### config.mk
export PLATFORM = sky130hd
export DESIGN_NAME = iterated_box_fir_smoother
export DESIGN_NICKNAME = d
export VERILOG_FILES = /design/src/rtl/core/ibfs_pkg.sv /design/src/rtl/core/ibfs_div.sv /design/src/rtl/core/ibfs_datapath.sv /design/src/rtl/core/ibfs_ctrl.sv /design/src/rtl/core/iterated_box_fir_smoother.sv
export SDC_FILE = /design/constraint.sdc
export NUM_CORES = 2
export LEC_CHECK = 0
export ABC_CLOCK_PERIOD_IN_PS = 8800
export BUFFER_PORTS_ARGS = -buffer_cell sky130_fd_sc_hd__buf_2
export CORE_AREA = 2 2 586 588
export DETAILED_ROUTE_END_ITERATION = 8
export DIE_AREA = 0 0 588 590
export PLACE_DENSITY_LB_ADDON = 0.05
export SETUP_SLACK_MARGIN = 0.4
export SYNTH_ARGS = -nofsm -noshare
export SYNTH_HDL_FRONTEND = slang
export SYNTH_SLANG_ARGS = --single-unit
### constraint.sdc
create_clock -name aclk -period 8.8 [get_ports aclk]
set_input_delay 0.88 -clock aclk [delete_from_list [all_inputs] [get_ports aclk]]
set_output_delay 0.88 -clock aclk [all_outputs]
set_load 0.01 [all_outputs]
### src/rtl/core/ibfs_pkg.sv
// ---------------------------------------------------------------------------
// ibfs_pkg
// Sizes, controller states and the command/status bundles shared by the
// iterated box FIR smoother.
// ---------------------------------------------------------------------------
package ibfs_pkg;

    localparam int HORIZON   = 32;
    localparam int MAX_TAPS  = 64;
    localparam int SAMPLE_W  = 16;
    localparam int WEIGHT_W  = 16;
    localparam int HZ_AW     = $clog2(HORIZON);
    localparam int TAP_AW    = $clog2(MAX_TAPS);
    localparam int WIN_W     = 4;
    localparam int PASS_W    = 3;
    localparam int HALF_W    = WIN_W - 1;
    localparam int RAD_W     = TAP_AW - 1;
    localparam int DLY_DEPTH = 2**WIN_W - 1;
    localparam int PROD_W    = SAMPLE_W + WEIGHT_W + 1;
    localparam int ACC_W     = PROD_W + HZ_AW;
    localparam int WSUM_W    = WEIGHT_W + HZ_AW;
    localparam int NUM_W     = ACC_W + 1;
    localparam int DEN_W     = WSUM_W + 1;
    localparam int QUO_W     = SAMPLE_W + 1;
    localparam int QCNT_W    = $clog2(QUO_W);

    localparam int CFG_IDX_W  = 2;
    localparam int CFG_DATA_W = 4;

    localparam logic [CFG_IDX_W-1:0] CFG_WINDOW = CFG_IDX_W'(0);
    localparam logic [CFG_IDX_W-1:0] CFG_PASSES = CFG_IDX_W'(1);

    localparam logic [HZ_AW-1:0]  HZ_LAST  = HZ_AW'(HORIZON - 1);
    localparam logic [TAP_AW-1:0] TAP_LAST = TAP_AW'(MAX_TAPS - 1);

    typedef enum logic [3:0] {
        ST_LOAD,
        ST_KBUILD,
        ST_KDRAIN,
        ST_MAC_SETUP,
        ST_MAC_ISSUE,
        ST_MAC_WAIT,
        ST_DIV_START,
        ST_DIV_WAIT,
        ST_EMIT
    } state_t;

    typedef struct packed {
        logic              s_wr_en;
        logic [HZ_AW-1:0]  s_waddr;
        logic              s_rd_en;
        logic [HZ_AW-1:0]  s_raddr;
        logic              k_rd_en;
        logic [TAP_AW-1:0] k_raddr;
        logic              kb_valid;
        logic              kb_first_pass;
        logic [WIN_W-1:0]  box_w;
        logic              mac_valid;
        logic              mac_first;
        logic              mac_last;
        logic              mac_center;
        logic              div_start;
        logic              bypass;
        logic              out_load;
        logic              out_last;
    } cmd_t;

    typedef struct packed {
        logic acc_ready;
        logic res_ready;
        logic out_full;
    } sts_t;

    // Largest pass count whose kernel P*(W-1)+1 still fits the tap store.
    function automatic logic [PASS_W-1:0] pass_limit(input logic [HALF_W-1:0] half);
        int lim;
        case (half)
            3'd1:    lim = (MAX_TAPS - 1) / 2;
            3'd2:    lim = (MAX_TAPS - 1) / 4;
            3'd3:    lim = (MAX_TAPS - 1) / 6;
            3'd4:    lim = (MAX_TAPS - 1) / 8;
            3'd5:    lim = (MAX_TAPS - 1) / 10;
            3'd6:    lim = (MAX_TAPS - 1) / 12;
            3'd7:    lim = (MAX_TAPS - 1) / 14;
            default: lim = 0;
        endcase
        if (lim > 2**PASS_W - 1) begin
            lim = 2**PASS_W - 1;
        end
        return PASS_W'(lim);
    endfunction

endpackage

### src/rtl/core/ibfs_div.sv
// ---------------------------------------------------------------------------
// ibfs_div
// Restoring divider, one quotient bit per cycle, for the rounded mean.
// ---------------------------------------------------------------------------
module ibfs_div (
    input  logic                         aclk,
    input  logic                         aresetn,
    input  logic                         start,
    input  logic [ibfs_pkg::NUM_W-1:0]   num,
    input  logic [ibfs_pkg::DEN_W-1:0]   den,
    output logic                         done,
    output logic [ibfs_pkg::QUO_W-1:0]   quo
);
    import ibfs_pkg::*;

    logic [NUM_W-1:0]  rem_reg;
    logic [NUM_W-1:0]  dsh_reg;
    logic [QUO_W-1:0]  quo_reg;
    logic [QCNT_W-1:0] cnt_reg;
    logic              busy_reg;
    logic              done_reg;
    logic              fits;

    assign fits = rem_reg >= dsh_reg;

    always_ff @(posedge aclk) begin
        if (!aresetn) begin
            busy_reg <= 1'b0;
            done_reg <= 1'b0;
        end else begin
            done_reg <= 1'b0;
            if (start) begin
                busy_reg <= 1'b1;
            end else if (busy_reg && cnt_reg == '0) begin
                busy_reg <= 1'b0;
                done_reg <= 1'b1;
            end
        end
    end

    always_ff @(posedge aclk) begin
        if (start) begin
            rem_reg <= num;
            dsh_reg <= {{(NUM_W - DEN_W - QUO_W + 1){1'b0}}, den, {(QUO_W - 1){1'b0}}};
            quo_reg <= '0;
            cnt_reg <= QCNT_W'(QUO_W - 1);
        end else if (busy_reg) begin
            if (fits) begin
                rem_reg <= rem_reg - dsh_reg;
            end
            quo_reg <= {quo_reg[QUO_W-2:0], fits};
            dsh_reg <= dsh_reg >> 1;
            cnt_reg <= cnt_reg - QCNT_W'(1);
        end
    end

    assign done = done_reg;
    assign quo  = quo_reg;

endmodule

### src/rtl/core/ibfs_datapath.sv
// ---------------------------------------------------------------------------
// ibfs_datapath
// Sample and tap stores, kernel builder, multiply-accumulate pipeline,
// rounding divide with saturation and the result register.
// ---------------------------------------------------------------------------
module ibfs_datapath (
    input  logic                          aclk,
    input  logic                          aresetn,
    input  ibfs_pkg::cmd_t                cmd,
    output ibfs_pkg::sts_t                sts,
    input  logic [ibfs_pkg::SAMPLE_W-1:0] s_tdata,
    output logic                          m_tvalid,
    input  logic                          m_tready,
    output logic [ibfs_pkg::SAMPLE_W-1:0] m_tdata,
    output logic                          m_tlast
);
    import ibfs_pkg::*;

    localparam logic [QUO_W-1:0] POS_LIMIT = QUO_W'(2**(SAMPLE_W - 1) - 1);
    localparam logic [QUO_W-1:0] NEG_LIMIT = QUO_W'(2**(SAMPLE_W - 1));

    // Stores
    logic [SAMPLE_W-1:0] smem [HORIZON];
    logic [WEIGHT_W-1:0] kmem [MAX_TAPS];
    logic [SAMPLE_W-1:0] smem_q;
    logic [WEIGHT_W-1:0] kmem_q;

    // Kernel builder
    logic                kb_v1_reg;
    logic                kb_first1_reg;
    logic [TAP_AW-1:0]   kb_idx1_reg;
    logic [WEIGHT_W-1:0] run_reg;
    logic [WEIGHT_W-1:0] dly_reg [DLY_DEPTH];
    logic [WEIGHT_W-1:0] old_w;
    logic [WEIGHT_W-1:0] tail_w;
    logic [WEIGHT_W-1:0] run_base;
    logic [WEIGHT_W-1:0] run_sum;

    // Multiply-accumulate
    logic                       mac_v1_reg, mac_first1_reg, mac_last1_reg, mac_ctr1_reg;
    logic                       mac_v2_reg, mac_first2_reg, mac_last2_reg;
    logic signed [SAMPLE_W-1:0] smp_s;
    logic signed [WEIGHT_W:0]   wt_s;
    logic signed [PROD_W-1:0]   prod_c;
    logic signed [PROD_W-1:0]   prod_reg;
    logic [WEIGHT_W-1:0]        wt2_reg;
    logic [SAMPLE_W-1:0]        cen_reg;
    logic [ACC_W-1:0]           acc_reg;
    logic [WSUM_W-1:0]          wsum_reg;
    logic                       acc_rdy_reg;

    // Divide and result
    logic               acc_neg;
    logic [ACC_W-1:0]   mag;
    logic [NUM_W-1:0]   num;
    logic [DEN_W-1:0]   den;
    logic               direct;
    logic               div_go;
    logic               div_done;
    logic [QUO_W-1:0]   quo;
    logic               neg_reg;
    logic [SAMPLE_W-1:0] sat_c;
    logic [SAMPLE_W-1:0] res_reg;
    logic               res_rdy_reg;

    logic                out_valid_reg;
    logic [SAMPLE_W-1:0] out_data_reg;
    logic                out_last_reg;

    // ---------------- stores ----------------
    always_ff @(posedge aclk) begin
        if (cmd.s_wr_en) begin
            smem[cmd.s_waddr] <= s_tdata;
        end
        if (cmd.s_rd_en) begin
            smem_q <= smem[cmd.s_raddr];
        end
    end

    always_ff @(posedge aclk) begin
        if (kb_v1_reg) begin
            kmem[kb_idx1_reg] <= run_sum;
        end
        if (cmd.k_rd_en) begin
            kmem_q <= kmem[cmd.k_raddr];
        end
    end

    // ---------------- kernel builder ----------------
    // One box pass as a running sum: new[i] = new[i-1] + old[i] - old[i-W].
    always_comb begin
        if (kb_first1_reg) begin
            old_w = (kb_idx1_reg == '0) ? WEIGHT_W'(1) : '0;
        end else begin
            old_w = kmem_q;
        end
        if (TAP_AW'(cmd.box_w) <= kb_idx1_reg) begin
            tail_w = dly_reg[cmd.box_w - WIN_W'(1)];
        end else begin
            tail_w = '0;
        end
        run_base = (kb_idx1_reg == '0) ? '0 : run_reg;
        run_sum  = run_base + old_w - tail_w;
    end

    always_ff @(posedge aclk) begin
        if (!aresetn) begin
            kb_v1_reg <= 1'b0;
        end else begin
            kb_v1_reg <= cmd.kb_valid;
        end
    end

    always_ff @(posedge aclk) begin
        kb_first1_reg <= cmd.kb_first_pass;
        kb_idx1_reg   <= cmd.k_raddr;
        if (kb_v1_reg) begin
            run_reg    <= run_sum;
            dly_reg[0] <= old_w;
            for (int j = 1; j < DLY_DEPTH; j++) begin
                dly_reg[j] <= dly_reg[j-1];
            end
        end
    end

    // ---------------- multiply-accumulate ----------------
    assign smp_s  = smem_q;
    assign wt_s   = {1'b0, kmem_q};
    assign prod_c = smp_s * wt_s;

    always_ff @(posedge aclk) begin
        if (!aresetn) begin
            mac_v1_reg  <= 1'b0;
            mac_v2_reg  <= 1'b0;
            acc_rdy_reg <= 1'b0;
        end else begin
            mac_v1_reg  <= cmd.mac_valid;
            mac_v2_reg  <= mac_v1_reg;
            acc_rdy_reg <= mac_v2_reg && mac_last2_reg;
        end
    end

    always_ff @(posedge aclk) begin
        mac_first1_reg <= cmd.mac_first;
        mac_last1_reg  <= cmd.mac_last;
        mac_ctr1_reg   <= cmd.mac_center;
        mac_first2_reg <= mac_first1_reg;
        mac_last2_reg  <= mac_last1_reg;
        if (mac_v1_reg) begin
            prod_reg <= prod_c;
            wt2_reg  <= kmem_q;
            if (mac_ctr1_reg) begin
                cen_reg <= smem_q;
            end
        end
        if (mac_v2_reg) begin
            acc_reg  <= (mac_first2_reg ? '0 : acc_reg)
                        + {{(ACC_W - PROD_W){prod_reg[PROD_W-1]}}, prod_reg};
            wsum_reg <= (mac_first2_reg ? '0 : wsum_reg) + {{HZ_AW{1'b0}}, wt2_reg};
        end
    end

    // ---------------- rounding divide ----------------
    // q = (2|acc| + wsum) / (2 wsum) rounds half away from zero.
    assign acc_neg = acc_reg[ACC_W-1];
    assign mag     = acc_neg ? (~acc_reg + ACC_W'(1)) : acc_reg;
    assign num     = {mag, 1'b0} + NUM_W'(wsum_reg);
    assign den     = {wsum_reg, 1'b0};
    assign direct  = cmd.bypass || (wsum_reg == '0);
    assign div_go  = cmd.div_start && !direct;

    ibfs_div u_div (
        .aclk    (aclk),
        .aresetn (aresetn),
        .start   (div_go),
        .num     (num),
        .den     (den),
        .done    (div_done),
        .quo     (quo)
    );

    always_comb begin
        if (neg_reg) begin
            if (quo > NEG_LIMIT) begin
                sat_c = {1'b1, {(SAMPLE_W - 1){1'b0}}};
            end else begin
                sat_c = SAMPLE_W'(~quo + QUO_W'(1));
            end
        end else begin
            if (quo > POS_LIMIT) begin
                sat_c = {1'b0, {(SAMPLE_W - 1){1'b1}}};
            end else begin
                sat_c = quo[SAMPLE_W-1:0];
            end
        end
    end

    always_ff @(posedge aclk) begin
        if (!aresetn) begin
            res_rdy_reg <= 1'b0;
        end else begin
            res_rdy_reg <= (cmd.div_start && direct) || div_done;
        end
    end

    always_ff @(posedge aclk) begin
        if (cmd.div_start) begin
            neg_reg <= acc_neg;
            if (direct) begin
                res_reg <= cen_reg;
            end
        end else if (div_done) begin
            res_reg <= sat_c;
        end
    end

    // ---------------- result register ----------------
    always_ff @(posedge aclk) begin
        if (!aresetn) begin
            out_valid_reg <= 1'b0;
        end else if (cmd.out_load) begin
            out_valid_reg <= 1'b1;
        end else if (m_tready) begin
            out_valid_reg <= 1'b0;
        end
    end

    always_ff @(posedge aclk) begin
        if (cmd.out_load) begin
            out_data_reg <= res_reg;
            out_last_reg <= cmd.out_last;
        end
    end

    assign m_tvalid = out_valid_reg;
    assign m_tdata  = out_data_reg;
    assign m_tlast  = out_last_reg;

    assign sts.acc_ready = acc_rdy_reg;
    assign sts.res_ready = res_rdy_reg;
    assign sts.out_full  = out_valid_reg && !m_tready;

endmodule

### src/rtl/core/ibfs_ctrl.sv
// ---------------------------------------------------------------------------
// ibfs_ctrl
// Configuration registers and the sequencer for loading, kernel build,
// per-output accumulation, divide and emission.
// ---------------------------------------------------------------------------
module ibfs_ctrl (
    input  logic                            aclk,
    input  logic                            aresetn,
    input  logic                            s_tvalid,
    output logic                            s_tready,
    input  logic                            cfg_valid,
    output logic                            cfg_ready,
    input  logic [ibfs_pkg::CFG_IDX_W-1:0]  cfg_index,
    input  logic [ibfs_pkg::CFG_DATA_W-1:0] cfg_data,
    output ibfs_pkg::cmd_t                  cmd,
    input  ibfs_pkg::sts_t                  sts
);
    import ibfs_pkg::*;

    state_t              state_reg, state_next;
    logic [WIN_W-1:0]    win_reg, win_next;
    logic [PASS_W-1:0]   pcfg_reg, pcfg_next;
    logic [HZ_AW-1:0]    load_cnt_reg, load_cnt_next;
    logic                bypass_reg, bypass_next;
    logic [WIN_W-1:0]    boxw_reg, boxw_next;
    logic [PASS_W-1:0]   npass_reg, npass_next;
    logic [RAD_W-1:0]    rad_reg, rad_next;
    logic [PASS_W-1:0]   pidx_reg, pidx_next;
    logic [TAP_AW-1:0]   tap_reg, tap_next;
    logic [HZ_AW-1:0]    k_reg, k_next;
    logic [HZ_AW-1:0]    src_reg, src_next;

    logic [HALF_W-1:0]   half_c;
    logic                byp_c;
    logic [PASS_W-1:0]   plim_c;
    logic [PASS_W-1:0]   np_c;
    logic [TAP_AW-1:0]   rad6_c;
    logic [TAP_AW-1:0]   kx, rx, sum_hi, diff_lo;
    logic [HZ_AW-1:0]    lo_c, hi_c;
    logic [TAP_AW-1:0]   waddr_c;

    // Kernel shape from the live registers, latched when a horizon completes.
    assign half_c = win_reg[WIN_W-1:1];
    assign byp_c  = (half_c == '0) || (pcfg_reg == '0);
    assign plim_c = pass_limit(half_c);
    assign np_c   = (pcfg_reg > plim_c) ? plim_c : pcfg_reg;
    assign rad6_c = TAP_AW'(np_c) * TAP_AW'(half_c);

    // In-range span of the kernel around output k.
    assign kx      = TAP_AW'(k_reg);
    assign rx      = TAP_AW'(rad_reg);
    assign sum_hi  = kx + rx;
    assign diff_lo = kx - rx;
    assign lo_c    = (kx > rx) ? diff_lo[HZ_AW-1:0] : '0;
    assign hi_c    = (sum_hi > TAP_AW'(HZ_LAST)) ? HZ_LAST : sum_hi[HZ_AW-1:0];
    assign waddr_c = TAP_AW'(src_reg) + rx - kx;

    always_ff @(posedge aclk) begin
        if (!aresetn) begin
            state_reg    <= ST_LOAD;
            win_reg      <= '0;
            pcfg_reg     <= '0;
            load_cnt_reg <= '0;
        end else begin
            state_reg    <= state_next;
            win_reg      <= win_next;
            pcfg_reg     <= pcfg_next;
            load_cnt_reg <= load_cnt_next;
        end
    end

    always_ff @(posedge aclk) begin
        bypass_reg <= bypass_next;
        boxw_reg   <= boxw_next;
        npass_reg  <= npass_next;
        rad_reg    <= rad_next;
        pidx_reg   <= pidx_next;
        tap_reg    <= tap_next;
        k_reg      <= k_next;
        src_reg    <= src_next;
    end

    // Next state and counters
    always_comb begin
        state_next    = state_reg;
        win_next      = win_reg;
        pcfg_next     = pcfg_reg;
        load_cnt_next = load_cnt_reg;
        bypass_next   = bypass_reg;
        boxw_next     = boxw_reg;
        npass_next    = npass_reg;
        rad_next      = rad_reg;
        pidx_next     = pidx_reg;
        tap_next      = tap_reg;
        k_next        = k_reg;
        src_next      = src_reg;

        if (cfg_valid) begin
            case (cfg_index)
                CFG_WINDOW: win_next  = cfg_data;
                CFG_PASSES: pcfg_next = cfg_data[PASS_W-1:0];
                default: ;
            endcase
        end

        case (state_reg)
            ST_LOAD: begin
                if (s_tvalid) begin
                    if (load_cnt_reg == HZ_LAST) begin
                        load_cnt_next = '0;
                        bypass_next   = byp_c;
                        boxw_next     = {half_c, 1'b1};
                        npass_next    = np_c;
                        rad_next      = byp_c ? '0 : rad6_c[RAD_W-1:0];
                        k_next        = '0;
                        pidx_next     = '0;
                        tap_next      = '0;
                        state_next    = byp_c ? ST_MAC_SETUP : ST_KBUILD;
                    end else begin
                        load_cnt_next = load_cnt_reg + HZ_AW'(1);
                    end
                end
            end
            ST_KBUILD: begin
                if (tap_reg == TAP_LAST) begin
                    tap_next  = '0;
                    pidx_next = pidx_reg + PASS_W'(1);
                    if (pidx_reg == npass_reg - PASS_W'(1)) begin
                        state_next = ST_KDRAIN;
                    end
                end else begin
                    tap_next = tap_reg + TAP_AW'(1);
                end
            end
            ST_KDRAIN: begin
                state_next = ST_MAC_SETUP;
            end
            ST_MAC_SETUP: begin
                src_next   = lo_c;
                state_next = ST_MAC_ISSUE;
            end
            ST_MAC_ISSUE: begin
                src_next = src_reg + HZ_AW'(1);
                if (src_reg == hi_c) begin
                    state_next = ST_MAC_WAIT;
                end
            end
            ST_MAC_WAIT: begin
                if (sts.acc_ready) begin
                    state_next = ST_DIV_START;
                end
            end
            ST_DIV_START: begin
                state_next = ST_DIV_WAIT;
            end
            ST_DIV_WAIT: begin
                if (sts.res_ready) begin
                    state_next = ST_EMIT;
                end
            end
            ST_EMIT: begin
                if (!sts.out_full) begin
                    if (k_reg == HZ_LAST) begin
                        state_next = ST_LOAD;
                    end else begin
                        k_next     = k_reg + HZ_AW'(1);
                        state_next = ST_MAC_SETUP;
                    end
                end
            end
            default: state_next = ST_LOAD;
        endcase
    end

    // Outputs
    always_comb begin
        cmd         = '0;
        cmd.s_waddr = load_cnt_reg;
        cmd.box_w   = boxw_reg;
        cmd.bypass  = bypass_reg;
        s_tready    = 1'b0;
        cfg_ready   = 1'b1;

        case (state_reg)
            ST_LOAD: begin
                s_tready    = 1'b1;
                cmd.s_wr_en = s_tvalid;
            end
            ST_KBUILD: begin
                cmd.k_rd_en       = 1'b1;
                cmd.k_raddr       = tap_reg;
                cmd.kb_valid      = 1'b1;
                cmd.kb_first_pass = (pidx_reg == '0);
            end
            ST_MAC_ISSUE: begin
                cmd.s_rd_en    = 1'b1;
                cmd.s_raddr    = src_reg;
                cmd.k_rd_en    = 1'b1;
                cmd.k_raddr    = waddr_c;
                cmd.mac_valid  = 1'b1;
                cmd.mac_first  = (src_reg == lo_c);
                cmd.mac_last   = (src_reg == hi_c);
                cmd.mac_center = (src_reg == k_reg);
            end
            ST_DIV_START: begin
                cmd.div_start = 1'b1;
            end
            ST_EMIT: begin
                cmd.out_load = !sts.out_full;
                cmd.out_last = (k_reg == HZ_LAST);
            end
            default: ;
        endcase
    end

endmodule

### src/rtl/core/iterated_box_fir_smoother.sv
// ---------------------------------------------------------------------------
// iterated_box_fir_smoother
// Top level: a horizon of 32 Q4.12 samples in, 32 smoothed samples out.
// ---------------------------------------------------------------------------
// Samples are taken one per cycle until the 32nd arrives; then the input
// stalls while the kernel (up to seven passes of a box of odd width) is
// rebuilt pass by pass over all 64 taps, and the 32 results follow, the
// last one flagged by tlast. Each result takes a setup step, one issue per
// in-range tap (at most 32) on the single multiply-accumulate unit, the
// read, product and accumulate registers, and the divider, which yields
// one quotient bit per cycle. With a width of 1 or no passes the kernel
// build is skipped and the result is the centre sample, with no divide.
// The input reopens as soon as the last result sits in the output
// register. Write configuration only while idle.
module iterated_box_fir_smoother (
    input  logic                            aclk,
    input  logic                            aresetn,
    input  logic                            s_tvalid,
    output logic                            s_tready,
    input  logic [ibfs_pkg::SAMPLE_W-1:0]   s_tdata,   // [15:0] raw_sample
    output logic                            m_tvalid,
    input  logic                            m_tready,
    output logic [ibfs_pkg::SAMPLE_W-1:0]   m_tdata,   // [15:0] smoothed_sample
    output logic                            m_tlast,
    input  logic                            cfg_valid,
    output logic                            cfg_ready,
    input  logic [ibfs_pkg::CFG_IDX_W-1:0]  cfg_index,
    input  logic [ibfs_pkg::CFG_DATA_W-1:0] cfg_data
);
    import ibfs_pkg::*;

    cmd_t cmd;
    sts_t sts;

    ibfs_ctrl u_ctrl (
        .aclk      (aclk),
        .aresetn   (aresetn),
        .s_tvalid  (s_tvalid),
        .s_tready  (s_tready),
        .cfg_valid (cfg_valid),
        .cfg_ready (cfg_ready),
        .cfg_index (cfg_index),
        .cfg_data  (cfg_data),
        .cmd       (cmd),
        .sts       (sts)
    );

    ibfs_datapath u_datapath (
        .aclk     (aclk),
        .aresetn  (aresetn),
        .cmd      (cmd),
        .sts      (sts),
        .s_tdata  (s_tdata),
        .m_tvalid (m_tvalid),
        .m_tready (m_tready),
        .m_tdata  (m_tdata),
        .m_tlast  (m_tlast)
    );

endmodule

* Yosys cells after proc, flatten, opt, wreduce, memory -nomap -nowiden
Memory sizes are Yosys's and may differ from the RTL's. A register that Yosys moved wholly into a read port is not among the register bits.
Cells that the tools add are included.
** Operators by class
- Reductions and logical operators :: 39
- $add $sub $neg :: 20
- Equal/unequal tests :: 33
- Order comparisons :: 8
- Mux-type cells :: 66
- Bitwise operators :: 3
- Multiply operators :: 2
** Operators with widths (count)
- $mux W38 :: 4
- $mux W16 :: 9
- $mux W39 :: 3
- $add A39 B21 Y39 :: 1
- $ge A39 B38 Y1 :: 1
- $sub A39 B38 Y39 :: 1
- $add A38 B1 Y38 const B :: 1
- $add A38 B38 Y38 :: 1
- $not A38 Y38 :: 1
- $mux W4 :: 9
- $pmux W4 S9 :: 1
- $mux W5 :: 7
- $pmux W5 S7 :: 1
- $mul A16 B17 Y33 :: 1
- $mux W6 :: 4
- $add A21 B16 Y21 :: 1
- $logic_not A21 Y1 :: 1
- $mux W21 :: 1
- $pmux W5 S2 :: 2
- $gt A17 B15 Y1 const B :: 1
- $gt A17 B16 Y1 const B :: 1
- $add A16 B1 Y16 const B :: 1
- $add A16 B16 Y16 :: 1
- $eq A4 B3 Y1 const B :: 4
- other kinds (52) :: 113
** Word-level totals
- Bits in registers :: 340
- Output and inout bits :: 20
- Memory bits (writable) :: 1776
- Memories kept :: 3
- Input bits :: 27
** Memories
- u_datapath.kmem :: depth 64, bits a word 16, rd ports 1, clocked after memory_dff 1, write ports 1, line ibfs_datapath.sv:24 : logic [WEIGHT_W-1:0] kmem [MAX_TAPS];
- u_datapath.smem :: depth 32, bits a word 16, rd ports 1, clocked after memory_dff 1, write ports 1, line ibfs_datapath.sv:23 : logic [SAMPLE_W-1:0] smem [HORIZON];
- u_datapath.dly_reg :: depth 15, bits a word 16, rd ports 15, clocked after memory_dff 0, write ports 15, line ibfs_datapath.sv:33 : logic [WEIGHT_W-1:0] dly_reg [DLY_DEPTH];

* Depth between registers and ports, before layout
- Depth after elaboration :: 7
- Mapped depth :: 25
- Gate-level depth less buffers :: 23

* By module
From an unflattened synthesis, not the netlist that was laid out.
** Second synthesis, totals
- Cell total of the unflattened synthesis :: 6132
- Area total of the unflattened synthesis :: 100476.4 um^2
** Modules (own cells, without submodules)
- ibfs_datapath :: times used 1, area each 90496.8 um^2, cells an instance 5049, seq. area each 59877.4 um^2
- ibfs_div :: times used 1, area each 6246.0 um^2, cells an instance 685, seq. area each 2632.5 um^2
- ibfs_ctrl :: times used 1, area each 3733.6 um^2, cells an instance 398, seq. area each 1231.2 um^2

* Worst setup path before layout
No wires, ideal clock.
- Path type :: register -> register
- Start point :: register u_datapath.kb_v1_reg
- End point :: memory u_datapath.kmem[2][0], enable pin
- Slack :: 88 ps
- Data arrival time :: 8320 ps
- Clock period less this slack :: 8712 ps
- Required time :: 8409 ps
- Stages on the path, launching flop included :: 3
- Cell sequence :: dfxtp_1 -> nand3_1 -> nor2_1
** Between the ends
- Cells in the longest elaborated chain, start to end :: 2
** Ends and longest elaborated chain
- from (decl) :: line ibfs_datapath.sv:29 : logic kb_v1_reg;
- from (signal assigned) :: line ibfs_datapath.sv:110 : kb_v1_reg <= cmd.kb_valid;
- $mux W1 :: line ibfs_datapath.sv:81 : if (kb_v1_reg) begin
- $mux W1 (implied by the code) :: line ibfs_datapath.sv:82 : kmem[kb_idx1_reg] <= run_sum;
- to (decl) :: line ibfs_datapath.sv:24
No other way between the ends.

* Worst setup path in the final report
- Start point :: register u_datapath.kmem_q[7], read port of u_datapath.kmem
- End point :: register u_datapath.prod_reg[32] (data pin)
** Between the ends
- Cells in the longest elaborated chain, start to end :: 1
** Ends and longest elaborated chain
- from (decl) :: line ibfs_datapath.sv:26 : logic [WEIGHT_W-1:0] kmem_q;
- $mul A16 B17 Y33 :: line ibfs_datapath.sv:129 : assign prod_c = smp_s * wt_s;
- via u_datapath.prod_c[32] :: line ibfs_datapath.sv:44 : logic signed [PROD_W-1:0] prod_c;
- to (signal assigned) :: line ibfs_datapath.sv:150 : prod_reg <= prod_c;
- to (decl) :: line ibfs_datapath.sv:45 : logic signed [PROD_W-1:0] prod_reg;
The timed path passes the listed nets, and every way through them passes these cells.
A chain may end at the register's enable or synchronous reset.

==> flow_summary.toml <==
[synth]
synth_seq_cells = 2147
ys_warn_count = 0
yosys.area_share.simple_pct = 13.57
synth_edf_count = 2073
syn_nets = 8684
avgSynthCellArea_um2 = 12.51
synthAdderAreaFrac_pct = 7.979
synth_top_family_by_area = "simple AND/OR/NAND/NOR gates"
yosysMostFrequentCell = "edfxtp_1"
ys_async_sr_fraction_pct = 0
synth_compound_area_share_pct = 6.892
synth_cells = 8141
synth_area_leaders = "edfxtp_1 61%, nand2_1 5.3%, fa_1 4.4%, ha_1 3.6%, nand3_1 2.9%"
synthXorXnorAreaFrac_pct = 1.936
synthMuxAreaShare_pct = 3.758
synth_area_um2 = 101800
synthDominantCellAreaShare_pct = 61.14
synth_flop_cell = "edfxtp_1"
netlist_top_cells_count = "2073 x edfxtp_1, 1450 x nand2_1, 590 x nand3_1, 438 x inv_1, 414 x nor2_1"
yosysTopAreaCell = "edfxtp_1"
synth_cell_types = 89
synth-seq-area-share_pct = 62.60

[detailed_routing]
wl_um = 325600
post-route-drc-count = 0
drt-vias-per-instance = 4.958
ant_nets = 0
firstDrtPassIters = 5
num_vias = 64350
drtIter0Drc = 4799
wl_per_cell_um = 25.09

[timing]
hold_slack_ns = 0.3297
slew_viol_final = 0
hold_viol_final = 0
max_freq_ghz = 0.1432
rsz0062_at_grt = "false"
period_share_pct = 79.33
fin_crit_ns = 6.981
setup_violations = 0
worst_slew_pin_slew_ns = 1.401
fin_worst_skew_ns = 0.09051
maxSlewHeadroom_pct = 5.594
setup_tns_ns = 0

[critical_path]
path_max_fanout = 18
path_buf_inv = 4
cp.depth = 21
endpoint_kind = "register"
cp_cell_sequence = "and2_1 -> fa_1 -> inv_1 -> fa_1 -> fa_1 -> fa_1 -> inv_1 -> fa_1 -> inv_1 -> fa_1 -> inv_1 -> ha_1 -> nand2_1 -> nor4_1 -> o2111ai_1 -> a21boi_0 -> o211ai_1 -> a21oi_1 -> o211a_1 -> nor4_1 -> a311oi_1"
required_ns = 9.46
worst_path_max_delay_cell = "edfxtp_1"
worstSetupPathType = "register to register"
path_common_cell = "fa_1"
rr_worst_depth = 21
cp_top_family = "adder cells"
start_kind = "register"
crit_path_max_incr_delay_ns = 0.75
critPathArrivalTime_ns = 7.64

[pwr]
vdd_drop_max_uv = 143.2
p_per_area_nw_per_um2 = 186.5
p_leak_uw = 0.04145

[global_route]
global_route.overflow_total = 0
antenna_found_initial = 31
grt_use_total_pct = 18.41
grt_max_degree = 131
grt_pass1_vias = 64890
grt_pass1_wl_um = 472400

[final_layout]
largest_register_ffs = 1024
fin_cells = 12980
synthToLayoutAreaGrowth_pct = 14.27
utilization_pct = 34.11
layout.nets = 8759
drive_above_1_share_pct = 9.936

[clock_network]
clk_pin_slew_ns = 0.05
hold_buffers = 0
cts_tree = "done"
ctsResizeCount = 0
cts.root.buffer_cell = "clkbuf_16"
postCtsSetupRepairBufs = 0
h-tree-depth = 5
cts_made_buffers = 267
clk_path_buf_depth = 4
clock_sinks = 2147
clk_latency_ns = 0.90

[run]
max_cap_viol_count = 0

[floorplan]
placement_rows = 215
ios = 47
coreArea_um2 = 341100
die_area_um2 = 346900
initial_utilization_pct = 29.85
dieHeight_um = 590
die_w_um = 588

[placement]
numPortBuffers = 45
dp_hpwl_um = 202900
place_congestion = 0.7773
dp_cells = 12500

[worst_hold_path]
hold_depth = 0
min_path_type = "register to register"

[run_status]
status = "complete, no violations"
report_power, final:
group          internal [uW]  leakage, uW  switching (uW)
Clock                   6090      0.00397            4380
Sequential             11100       0.0191            5.09
Combinational           28.2       0.0184             110
Total                  17200       0.0414            4490
cell families after synthesis:
logic type,Yosys count
multiplexers,256
flip-flops,2147
AO/OA/AOI/OAI,1068
AND/OR/NAND/NOR,3047
buffers and inverters,881
other,1
XOR/XNOR,225
adder cells (fa/ha/maj),516
path summary, 6_finish.rpt:
check,endpoint,slack [ns],start
max,u_datapath.prod_reg[32]$_DFFE_PP_,1.82,u_datapath.kmem_q[7]$_DFFE_PN_
min,u_datapath.mac_first2_reg$_DFF_P_,0.33,u_datapath.mac_first1_reg$_SDFF_PN0_
max reg2reg,u_datapath.prod_reg[32]$_DFFE_PP_,1.82,u_datapath.kmem_q[7]$_DFFE_PN_
min reg2reg,u_datapath.mac_first2_reg$_DFF_P_,0.33,u_datapath.mac_first1_reg$_SDFF_PN0_
placed cells by master (no fill, tap or decap), types with 50 or more instances in the layout:
cell type	n
nand3_1	589
dfxtp_1	69
clkbuf_16	276
and3_1	84
buf_4	182
a31oi_1	108
o21ai_0	242
mux4_2	96
and2_1	142
a311oi_1	162
mux2_2	50
a21o_1	71
clkbuf_1	74
nand2_1	1445
ha_1	293
edfxtp_1	2073
xor2_1	80
nor2b_1	101
inv_1	436
o211ai_1	60
nor2_1	390
fa_1	222
mux2i_1	110
xnor2_1	134
a21oi_1	232
metal layers:
metal  vias to the layer above  global-route usage [%]  wire, um
li1                      29650                       -         -
met1                     33120                   25.50    149800
met2                      1225                   30.89    156000
met3                       360                   2.120     12200
met4                         0                   4.091      7657
met5                         -                       0         0
metrics by stage:
step,worst slack [ns],cell area [um2],total power [uW]
after floorplan,1.564,101800,11350
after global placement,1.813,108100,11450
after detailed placement,1.746,108100,11450
after CTS,1.694,116300,22070
after global routing,1.346,116300,22430
final,1.819,116300,21700
worst reg2reg max path, cell delays in order, from the launching register on:
cell and delay [ns]:
edfxtp_1 0.75, and2_1 0.32, fa_1 0.54, inv_1 0.05
fa_1 0.47, fa_1 0.51, fa_1 0.54, inv_1 0.05
fa_1 0.47, inv_1 0.05, fa_1 0.47, inv_1 0.04
ha_1 0.35, nand2_1 0.11, nor4_1 0.37, o2111ai_1 0.19
a21boi_0 0.39, o211ai_1 0.19, a21oi_1 0.34, o211a_1 0.23
nor4_1 0.05, a311oi_1 0.27
cell type report:
class                           instances  area (um2)
Clock buffer                          355        7253
Antenna cell                           18       45.04
Timing Repair Buffer                  246        1967
Sequential cell                      2147       63740
Multi-Input combinational cell       5113       35060
Tap cell                             4557        5702
Inverter                              441        1670
Clock inverter                        102       895.9
Fill cell                           33850      224800
Note: power is estimated with default switching activity, not from simulation.
